===== src/rtl/swm_pkg.sv =====
// Shared constants and types of the sliding window median filter.
`timescale 1ns / 1ps
`default_nettype none

package swm_pkg;

    // Default build values for the top-level parameters.
    localparam int DEF_MAX_RADIUS   = 8;
    localparam int DEF_SAMPLE_WIDTH = 16;

    // Radius register.
    localparam int          RADIUS_W     = 4;
    localparam logic [3:0]  RADIUS_RESET = 4'd1;

    // Per-cycle command broadcast to every cell of the sorted chain.
    typedef struct packed {
        logic ins;     // insert the incoming sample
        logic del_en;  // drop the cell whose age matches the delete age
        logic clear;   // empty the chain after this cycle
    } t_chain_ctrl;

endpackage

`default_nettype wire


===== src/rtl/swm_cell.sv =====
// One cell of the sorted sample chain: holds a sample, its age and a valid bit.
`timescale 1ns / 1ps
`default_nettype none

module swm_cell #(
    parameter int SW = 16,
    parameter int AW = 5
) (
    input  wire                      i_clk,
    input  wire                      i_rst_n,
    input  wire swm_pkg::t_chain_ctrl i_ctrl,
    input  wire  [SW-1:0]            i_sample,
    input  wire  [AW-1:0]            i_del_age,
    // Raw contents of the neighbor above (higher index).
    input  wire  [SW-1:0]            i_up_value,
    input  wire                      i_up_valid,
    input  wire  [AW-1:0]            i_up_age,
    input  wire                      i_up_gt,
    // Deletion seen in some cell below this one.
    input  wire                      i_below,
    // Compacted contents of the neighbor below (lower index).
    input  wire  [SW-1:0]            i_dn_c_value,
    input  wire                      i_dn_c_valid,
    input  wire  [AW-1:0]            i_dn_c_age,
    input  wire                      i_dn_cg,
    output logic [SW-1:0]            o_value,
    output logic                     o_valid,
    output logic [AW-1:0]            o_age,
    output logic                     o_gt,
    output logic                     o_below,
    output logic [SW-1:0]            o_c_value,
    output logic                     o_c_valid,
    output logic [AW-1:0]            o_c_age,
    output logic                     o_cg
);
    import swm_pkg::*;

    logic [SW-1:0] r_value, n_value;
    logic          r_valid, n_valid;
    logic [AW-1:0] r_age,   n_age;
    logic          del_here;

    // This cell is the oldest one and is being dropped.
    assign del_here = i_ctrl.del_en && r_valid && (r_age == i_del_age);
    assign o_below  = i_below | del_here;

    // An empty cell sorts above any sample.
    assign o_gt = !r_valid || ($signed(r_value) > $signed(i_sample));

    // Contents after the dropped cell is squeezed out.
    assign o_c_value = o_below ? i_up_value : r_value;
    assign o_c_valid = o_below ? i_up_valid : r_valid;
    assign o_c_age   = o_below ? i_up_age   : r_age;
    assign o_cg      = o_below ? i_up_gt    : o_gt;

    assign o_value = r_value;
    assign o_valid = r_valid;
    assign o_age   = r_age;

    // Next contents: shift up from below, take new sample, close gap from above, keep or clear.
    always_comb begin
        n_value = r_value;
        n_valid = r_valid;
        n_age   = r_age;
        if (i_ctrl.ins) begin
            if (i_dn_cg) begin
                n_value = i_dn_c_value;
                n_valid = i_dn_c_valid;
                n_age   = i_dn_c_age + AW'(1);
            end else if (o_cg) begin
                n_value = i_sample;
                n_valid = 1'b1;
                n_age   = '0;
            end else begin
                n_value = o_c_value;
                n_valid = o_c_valid;
                n_age   = o_c_age + AW'(1);
            end
        end else if (i_ctrl.del_en) begin
            n_value = o_c_value;
            n_valid = o_c_valid;
            n_age   = o_c_age;
        end
        if (i_ctrl.clear) begin
            n_valid = 1'b0;
        end
    end

    // Sample and age are payload; only the valid bit is reset.
    always_ff @(posedge i_clk) begin
        r_value <= n_value;
        r_age   <= n_age;
        if (!i_rst_n) begin
            r_valid <= 1'b0;
        end else begin
            r_valid <= n_valid;
        end
    end

endmodule

`default_nettype wire


===== src/rtl/swm_chain.sv =====
// Row of sorted cells holding the current window, smallest sample in cell 0.
`timescale 1ns / 1ps
`default_nettype none

module swm_chain #(
    parameter int SW    = 16,
    parameter int DEPTH = 17,
    parameter int AW    = 5
) (
    input  wire                      i_clk,
    input  wire                      i_rst_n,
    input  wire swm_pkg::t_chain_ctrl i_ctrl,
    input  wire  [SW-1:0]            i_sample,
    input  wire  [AW-1:0]            i_del_age,
    input  wire  [AW-1:0]            i_sel,
    output logic [SW-1:0]            o_median
);
    import swm_pkg::*;

    logic [SW-1:0] value   [DEPTH];
    logic          valid   [DEPTH];
    logic [AW-1:0] age     [DEPTH];
    logic          gt      [DEPTH];
    logic          below   [DEPTH+1];
    logic [SW-1:0] c_value [DEPTH];
    logic          c_valid [DEPTH];
    logic [AW-1:0] c_age   [DEPTH];
    logic          cg      [DEPTH];

    assign below[0] = 1'b0;

    // Each cell talks to its two neighbors; the top end sees an empty cell.
    for (genvar i = 0; i < DEPTH; i++) begin : g_cell
        logic [SW-1:0] up_value;
        logic          up_valid;
        logic [AW-1:0] up_age;
        logic          up_gt;
        logic [SW-1:0] dn_value;
        logic          dn_valid;
        logic [AW-1:0] dn_age;
        logic          dn_cg;

        if (i == DEPTH - 1) begin : g_top
            assign up_value = '0;
            assign up_valid = 1'b0;
            assign up_age   = '0;
            assign up_gt    = 1'b1;
        end else begin : g_mid
            assign up_value = value[i+1];
            assign up_valid = valid[i+1];
            assign up_age   = age[i+1];
            assign up_gt    = gt[i+1];
        end

        if (i == 0) begin : g_bot
            assign dn_value = '0;
            assign dn_valid = 1'b0;
            assign dn_age   = '0;
            assign dn_cg    = 1'b0;
        end else begin : g_low
            assign dn_value = c_value[i-1];
            assign dn_valid = c_valid[i-1];
            assign dn_age   = c_age[i-1];
            assign dn_cg    = cg[i-1];
        end

        swm_cell #(
            .SW (SW),
            .AW (AW)
        ) u_cell (
            .i_clk        (i_clk),
            .i_rst_n      (i_rst_n),
            .i_ctrl       (i_ctrl),
            .i_sample     (i_sample),
            .i_del_age    (i_del_age),
            .i_up_value   (up_value),
            .i_up_valid   (up_valid),
            .i_up_age     (up_age),
            .i_up_gt      (up_gt),
            .i_below      (below[i]),
            .i_dn_c_value (dn_value),
            .i_dn_c_valid (dn_valid),
            .i_dn_c_age   (dn_age),
            .i_dn_cg      (dn_cg),
            .o_value      (value[i]),
            .o_valid      (valid[i]),
            .o_age        (age[i]),
            .o_gt         (gt[i]),
            .o_below      (below[i+1]),
            .o_c_value    (c_value[i]),
            .o_c_valid    (c_valid[i]),
            .o_c_age      (c_age[i]),
            .o_cg         (cg[i])
        );
    end

    // The median is the cell at rank radius.
    assign o_median = value[i_sel];

endmodule

`default_nettype wire


===== src/rtl/swm_out.sv =====
// Result sequencer and output register: at most one median or edge zero, then zeros.
`timescale 1ns / 1ps
`default_nettype none

module swm_out #(
    parameter int SW = 16,
    parameter int ZW = 4
) (
    input  wire           i_clk,
    input  wire           i_rst_n,
    input  wire           i_load,
    input  wire           i_main,
    input  wire           i_edge,
    input  wire  [ZW-1:0] i_zeros,
    input  wire  [SW-1:0] i_median,
    output logic          o_can_take,
    output logic          o_tvalid,
    input  wire           i_tready,
    output logic [SW-1:0] o_value,
    output logic          o_edge,
    output logic          o_end
);
    import swm_pkg::*;

    logic          r_main;
    logic          r_edge;
    logic [ZW-1:0] r_zeros;
    logic          r_ovalid;
    logic [SW-1:0] r_value;
    logic          r_oedge;
    logic          r_end;
    logic          out_free;
    logic          pend_any;
    logic          pend_one;
    logic          step;

    assign out_free = !r_ovalid || i_tready;
    assign pend_any = r_main || (r_zeros != '0);
    assign pend_one = (r_main && (r_zeros == '0)) || (!r_main && (r_zeros == ZW'(1)));
    assign step     = out_free && pend_any;

    // A new item may enter once the last pending result moves out this cycle.
    assign o_can_take = !pend_any || (out_free && pend_one);

    // Pending work of the item in flight.
    always_ff @(posedge i_clk) begin
        if (!i_rst_n) begin
            r_main  <= 1'b0;
            r_edge  <= 1'b0;
            r_zeros <= '0;
        end else begin
            if (step) begin
                if (r_main) begin
                    r_main <= 1'b0;
                end else begin
                    r_zeros <= r_zeros - ZW'(1);
                end
            end
            if (i_load) begin
                r_main  <= i_main;
                r_edge  <= i_edge;
                r_zeros <= i_zeros;
            end
        end
    end

    // Output register.
    always_ff @(posedge i_clk) begin
        if (!i_rst_n) begin
            r_ovalid <= 1'b0;
        end else if (out_free) begin
            r_ovalid <= pend_any;
        end
        if (step) begin
            if (r_main) begin
                r_value <= r_edge ? '0 : i_median;
                r_oedge <= r_edge;
                r_end   <= (r_zeros == '0);
            end else begin
                r_value <= '0;
                r_oedge <= 1'b1;
                r_end   <= (r_zeros == ZW'(1));
            end
        end
    end

    assign o_tvalid = r_ovalid;
    assign o_value  = r_value;
    assign o_edge   = r_oedge;
    assign o_end    = r_end;

endmodule

`default_nettype wire


===== src/rtl/sliding_window_median.sv =====
// Top level of the streaming sliding window median filter.
`timescale 1ns / 1ps
`default_nettype none

// The filter outputs, for each sample position, the median of the 2*radius+1
// samples centered on it, and an edge zero (tuser high) for the first and last
// radius positions of a stream. The sample with tlast set also releases the
// trailing edge zeros, so a stream of L samples gives L results; tlast on a
// result marks the final one caused by an input transfer. The window lives in
// a chain of sorted cells that drops its oldest sample and inserts the new one
// together, so one sample is taken per clock unless pruning or busy; a transfer
// without tlast yields at most one result. A sample with tlast causes up to 1 +
// radius results, one per cycle while m_axis_tready is high, through the single
// output register, and the next transfer is taken in the cycle its final result
// moves out. Output tvalid rises once the transfer has passed the pending-work
// and then the free output register. After radius is lowered the chain sheds
// one surplus sample per cycle before the next transfer is taken. Radius values
// above MAX_RADIUS act as MAX_RADIUS; radius zero passes samples through.
module sliding_window_median #(
    parameter int MAX_RADIUS   = swm_pkg::DEF_MAX_RADIUS,
    parameter int SAMPLE_WIDTH = swm_pkg::DEF_SAMPLE_WIDTH,
    localparam int TW          = ((SAMPLE_WIDTH + 7) / 8) * 8
) (
    input  wire                          i_clk,
    input  wire                          i_rst_n,
    // Radius register write.
    input  wire                          i_cfg_we,
    input  wire  [swm_pkg::RADIUS_W-1:0] i_cfg_wdata,
    // Input stream.
    input  wire                          s_axis_tvalid,
    output logic                         s_axis_tready,
    input  wire  [TW-1:0]                s_axis_tdata,  // [SAMPLE_WIDTH-1:0] sample, rest unused
    input  wire                          s_axis_tlast,
    // Result stream.
    output logic                         m_axis_tvalid,
    input  wire                          m_axis_tready,
    output logic [TW-1:0]                m_axis_tdata,  // [SAMPLE_WIDTH-1:0] value, rest zero
    output logic                         m_axis_tuser,  // [0] edge_res
    output logic                         m_axis_tlast
);
    import swm_pkg::*;

    localparam int DEPTH = 2 * MAX_RADIUS + 1;
    localparam int CW    = $clog2(DEPTH + 1);
    localparam int AW    = $clog2(DEPTH);
    localparam int ZW    = $clog2(MAX_RADIUS + 1);

    logic [RADIUS_W-1:0]     r_radius;
    logic [CW-1:0]           r_count;
    logic [CW-1:0]           n_count;
    logic [CW-1:0]           r_eff;
    logic [CW-1:0]           win;
    logic [CW-1:0]           count_new;
    logic                    prune;
    logic                    accept;
    logic                    can_take;
    logic                    main_res;
    logic                    edge_flag;
    logic [ZW-1:0]           zeros;
    t_chain_ctrl             ctrl;
    logic [SAMPLE_WIDTH-1:0] median;
    logic [SAMPLE_WIDTH-1:0] out_value;

    // Radius register.
    always_ff @(posedge i_clk) begin
        if (!i_rst_n) begin
            r_radius <= RADIUS_RESET;
        end else if (i_cfg_we) begin
            r_radius <= i_cfg_wdata;
        end
    end

    // Effective radius and window size.
    always_comb begin
        if (32'(r_radius) > 32'(MAX_RADIUS)) begin
            r_eff = CW'(MAX_RADIUS);
        end else begin
            r_eff = CW'(r_radius);
        end
    end
    assign win = {r_eff[CW-2:0], 1'b1};

    // The chain holds more samples than the window after radius is lowered.
    assign prune         = r_count > win;
    assign s_axis_tready = !prune && can_take;
    assign accept        = s_axis_tvalid && s_axis_tready;

    assign count_new = (r_count == win) ? win : r_count + CW'(1);

    // Results caused by this transfer.
    assign main_res  = count_new > r_eff;
    assign edge_flag = count_new < win;
    always_comb begin
        zeros = '0;
        if (s_axis_tlast) begin
            zeros = (count_new < r_eff) ? ZW'(count_new) : ZW'(r_eff);
        end
    end

    // Chain commands.
    always_comb begin
        ctrl.ins    = accept;
        ctrl.del_en = (accept && (r_count == win)) || prune;
        ctrl.clear  = accept && s_axis_tlast;
    end

    // Chain fill level.
    always_comb begin
        n_count = r_count;
        if (prune) begin
            n_count = r_count - CW'(1);
        end else if (accept) begin
            n_count = s_axis_tlast ? '0 : count_new;
        end
    end

    always_ff @(posedge i_clk) begin
        if (!i_rst_n) begin
            r_count <= '0;
        end else begin
            r_count <= n_count;
        end
    end

    swm_chain #(
        .SW    (SAMPLE_WIDTH),
        .DEPTH (DEPTH),
        .AW    (AW)
    ) u_chain (
        .i_clk     (i_clk),
        .i_rst_n   (i_rst_n),
        .i_ctrl    (ctrl),
        .i_sample  (s_axis_tdata[SAMPLE_WIDTH-1:0]),
        .i_del_age (AW'(r_count - CW'(1))),
        .i_sel     (AW'(r_eff)),
        .o_median  (median)
    );

    swm_out #(
        .SW (SAMPLE_WIDTH),
        .ZW (ZW)
    ) u_out (
        .i_clk      (i_clk),
        .i_rst_n    (i_rst_n),
        .i_load     (accept),
        .i_main     (main_res),
        .i_edge     (edge_flag),
        .i_zeros    (zeros),
        .i_median   (median),
        .o_can_take (can_take),
        .o_tvalid   (m_axis_tvalid),
        .i_tready   (m_axis_tready),
        .o_value    (out_value),
        .o_edge     (m_axis_tuser),
        .o_end      (m_axis_tlast)
    );

    assign m_axis_tdata = TW'(out_value);

endmodule

`default_nettype wire

===== config.mk =====
export PLATFORM = sky130hd
export DESIGN_NAME = sliding_window_median
export DESIGN_NICKNAME = d
export VERILOG_FILES = /design/src/rtl/swm_pkg.sv /design/src/rtl/swm_cell.sv /design/src/rtl/swm_chain.sv /design/src/rtl/swm_out.sv /design/src/rtl/sliding_window_median.sv
export SDC_FILE = /design/constraint.sdc
export NUM_CORES = 2
export LEC_CHECK = 0
export ABC_AREA = 1
export BUFFER_PORTS_ARGS = -buffer_cell sky130_fd_sc_hd__buf_2
export CORE_UTILIZATION = 25
export CTS_CLUSTER_DIAMETER = 60
export CTS_CLUSTER_SIZE = 30
export DETAILED_ROUTE_END_ITERATION = 8
export PLACE_DENSITY = 0.42
export RECOVER_POWER = 50
export SYNTH_ARGS = -nofsm -noshare
export SYNTH_HDL_FRONTEND = slang
export SYNTH_SLANG_ARGS = --single-unit

===== constraint.sdc =====
create_clock -name i_clk -period 23.8 [get_ports i_clk]
set_input_delay 2.38 -clock i_clk [delete_from_list [all_inputs] [get_ports i_clk]]
set_output_delay 2.38 -clock i_clk [all_outputs]
set_load 0.05 [all_outputs]

==> results.txt <==
Post-Syn Area: 33800 um2
r2r startpoint: r_radius[3]$_SDFFE_PN0P_
# clock sinks: 408
Residual DRC: 1
Syn Area/Cell: 7.88 um2
failing checks: DRC, capacitance limit, slew limit
number of global-route vias before repair: 31700
nets: 4624
Final Hold Fails: 0
drt wl/cell: 23.9 um
Layout Area Growth over Synthesis: 14.0%
gr usage total: 20.9%
status: finished, violations left
Clock Latency Late Sink: 700 ps
row count: 134
hold_buf cts: 0
Slowest-stage cell, CP: clkinvlp_2
CTS buffer count: 78
CTS resizes: 0
placed cell areas: 36000 um2
Max VDD drop: 0.150 mV
worst-margin pin slew: 4710 ps
fin util: 28.8%
power per standard cell area: 161 nW/um2
fill count: 14600
Synthesis Warnings: 0
leakage dissipation: 15.3 nW
critical path capture point type: flip-flop
Hold Crit Class: flip-flop to flip-flop
Final min period: 13160 ps
setup violators final: 0
multi-input logic area: 19300 um2
max-cap violations: 9
pin count of the biggest net entering global routing: 157
Post-Syn Nets: 4619
Tot Pwr: 6.19 mW
Synth area leaders: edfxtp_1, nand2_1, ha_1, o21ai_0, o221ai_1
gp weighted congestion: 0.869
Reg area: 11900 um2
initial DRC count: 3046
critical-path cell list: inv_1, nand2_1, ha_1, nand4_1, nand3_1, nand2_1, nand3_4, clkbuf_1, clkinvlp_2, nor2_1, clkinvlp_2, buf_12, clkbuf_1
Starting Density: 25.3%
Hold Path Stages: 2
Cells after Synth: 4289
Setup Skew: 47.4 ps
Tcrit/Tclk final: 55.3%
slew margin rel.: -214%
# H-tree levels: 3
Die Area: 137000 um2
Max stage delay on crit path: 3050 ps
hold_ws: 462 ps
post-DP HPWL: 110000 um
Yosys top cell by area: edfxtp_1
Die Wd: 370 um
share of the synthesized area in the top cell type: 33.3%
clk slew on worst S/H paths: 50 ps
post-route ant nets: 0
Fin Setup TNS: 0 ps
Port Buffers: 45
critical path class: flip-flop to flip-flop
# Post-CTS Setup Buffers: 0
R2R setup slack: 10640 ps
fin. max-slew vios: 428
Worst Hold End: u_out.r_edge$_SDFFE_PN0N_
#FFs+latches synth: 408
GRT overflow: 0
count of cell types in the netlist: 66
CP Launch Type: flip-flop
top_reg_cell synth: edfxtp_1
IO Count: 46
via count: 32400
DR pass1 iterations: 9
crit path max fanout: 156
crit path DAT: 12850 ps
Post-synth EDFFs: 375
antenna diode count: 0
initial antenna violation count: 3
RR Endpoint: u_chain.g_cell[10].u_cell.o_value[13]$_DFFE_PP_
sequential fraction of the synthesis area: 35.3%
unrepaired setup endpoints after global routing: no
Min-Delay Startpoint: u_out.r_edge$_SDFFE_PN0N_
CORE AREA: 134000 um2
drt via density: 5.30
post-route cell area: 38500 um2
highest clock rate: 76.0 MHz
share of flip-flops with an asynchronous set or reset: 0%
Bufs on Longest Clock Path: 3
clk root buf: clkbuf_16
CTS tree: built
die height: 370 um
first-pass GRT wire length: 214000 um
critical path required time: 23500 ps
layout cells sized above 1: 7.14%
R2R cell count: 13
final wirelength: 146000 um
[synthesized netlist by cell type, drive strengths merged, types with 13 or more instances]
cell type / instances
a32oi: 17
dfxtp: 33
or2: 13
a31oi: 29
nand2: 1072
o211ai: 55
a21oi: 181
nor3: 45
a221oi: 17
mux2i: 64
o21a: 18
o221ai: 215
inv: 442
xnor2: 41
ha: 304
nand3: 247
nor2: 226
o22ai: 20
xor2: 32
clkinv: 13
o21ai: 485
buf: 72
a2111oi: 23
nand4: 53
clkbuf: 124
edfxtp: 375
a211oi: 24
[layout make-up]
class | instances | area share [%]
Tap cell | 1768 | 5.74
Sequential cell | 408 | 31.0
Multi-Input combinational cell | 3230 | 50.2
Clock buffer | 90 | 5.32
Timing Repair Buffer | 121 | 1.93
Inverter | 455 | 4.45
Clock inverter | 53 | 1.42
[power by group]
group	total, mW	switching [mW]	internal, mW
Combinational	3.15	2.20	0.948
Sequential	1.90	0.361	1.53
Clock	1.15	0.448	0.697
Total	6.19	3.01	3.18
[registers in the layout, summed over array words and instances (netlist names)]
register                       flops
u_chain.g_cell.u_cell.o_valid     17
u_out.o_end                        1
u_out.r_edge                       1
r_count                            5
u_out.o_edge                       1
u_out.r_main                       1
r_radius                           4
u_chain.g_cell.u_cell.o_value    272
u_out.r_zeros                      4
u_chain.g_cell.u_cell.o_age       85
u_out.o_value                     16
u_out.o_tvalid                     1
[kinds of logic after synthesis]
group	Yosys count	share of synthesized area, %
mux	64	1.90
compound gates	1123	21.0
fa+ha+maj	304	11.3
xor+xnor	73	1.89
flops	408	35.3
simple gates	1666	21.0
buf+inv	651	7.64
[per-stage QoR]
| step | std cells | setup slack [ps] |
|---|---|---|
| 2_1_floorplan | 4289 | 12730 |
| 3_3_place_gp | 5981 | 15330 |
| 3_5_place_dp | 5982 | 15290 |
| 4_1_cts | 6125 | 15880 |
| 5_1_grt | 6125 | 9670 |
| 6_report | 6125 | 10640 |
[layout by cell type, fill, tap and decap left out, types with 32 or more instances in the layout]
cell type	n
nand2_1	1057
clkbuf_1	40
mux2i_1	64
o21ai_1	49
edfxtp_1	375
buf_4	65
nor2_1	197
nand3_1	243
o211ai_1	55
xnor2_1	41
clkbuf_16	80
dfxtp_1	33
o221ai_1	215
xor2_1	32
o21ai_0	434
ha_1	304
nor3_1	41
nand4_1	48
a21oi_1	180
inv_1	418
[routing by layer]
| metal | GRT usage [%] | wire length (um) |
|---|---|---|
| met3 | 2.60 | 7410 |
| met4 | 5.51 | 3640 |
| met5 | 0 | 0 |
| met1 | 28.6 | 67600 |
| met2 | 34.4 | 67700 |
[critical path, delay by kind of cell, from the launching register on]
kind	cells	cell delay, ps
buffers and inverters	6	8270
AND/OR/NAND/NOR	6	2490
adder cells (fa/ha/maj)	1	790
flip-flops	1	330
[how the worst max path moves through the flow]
stage                                   startpoint                                         endpoint  cells past startpoint
final                     r_radius[3]$_SDFFE_PN0P_  u_chain.g_cell[10].u_cell.o_value[13]$_DFFE_PP_                     13
after global routing      r_radius[3]$_SDFFE_PN0P_   u_chain.g_cell[12].u_cell.o_value[1]$_DFFE_PP_                     13
after CTS                  r_count[0]$_SDFFE_PN0P_   u_chain.g_cell[15].u_cell.o_value[1]$_DFFE_PP_                     28
after detailed placement             m_axis_tready   u_chain.g_cell[15].u_cell.o_value[1]$_DFFE_PP_                     23
after global placement               m_axis_tready  u_chain.g_cell[11].u_cell.o_value[10]$_DFFE_PP_                     20
after floorplan                      m_axis_tready                          r_count[0]$_SDFFE_PN0P_                     11
No activity file was read; power rests on OpenSTA's default activity.
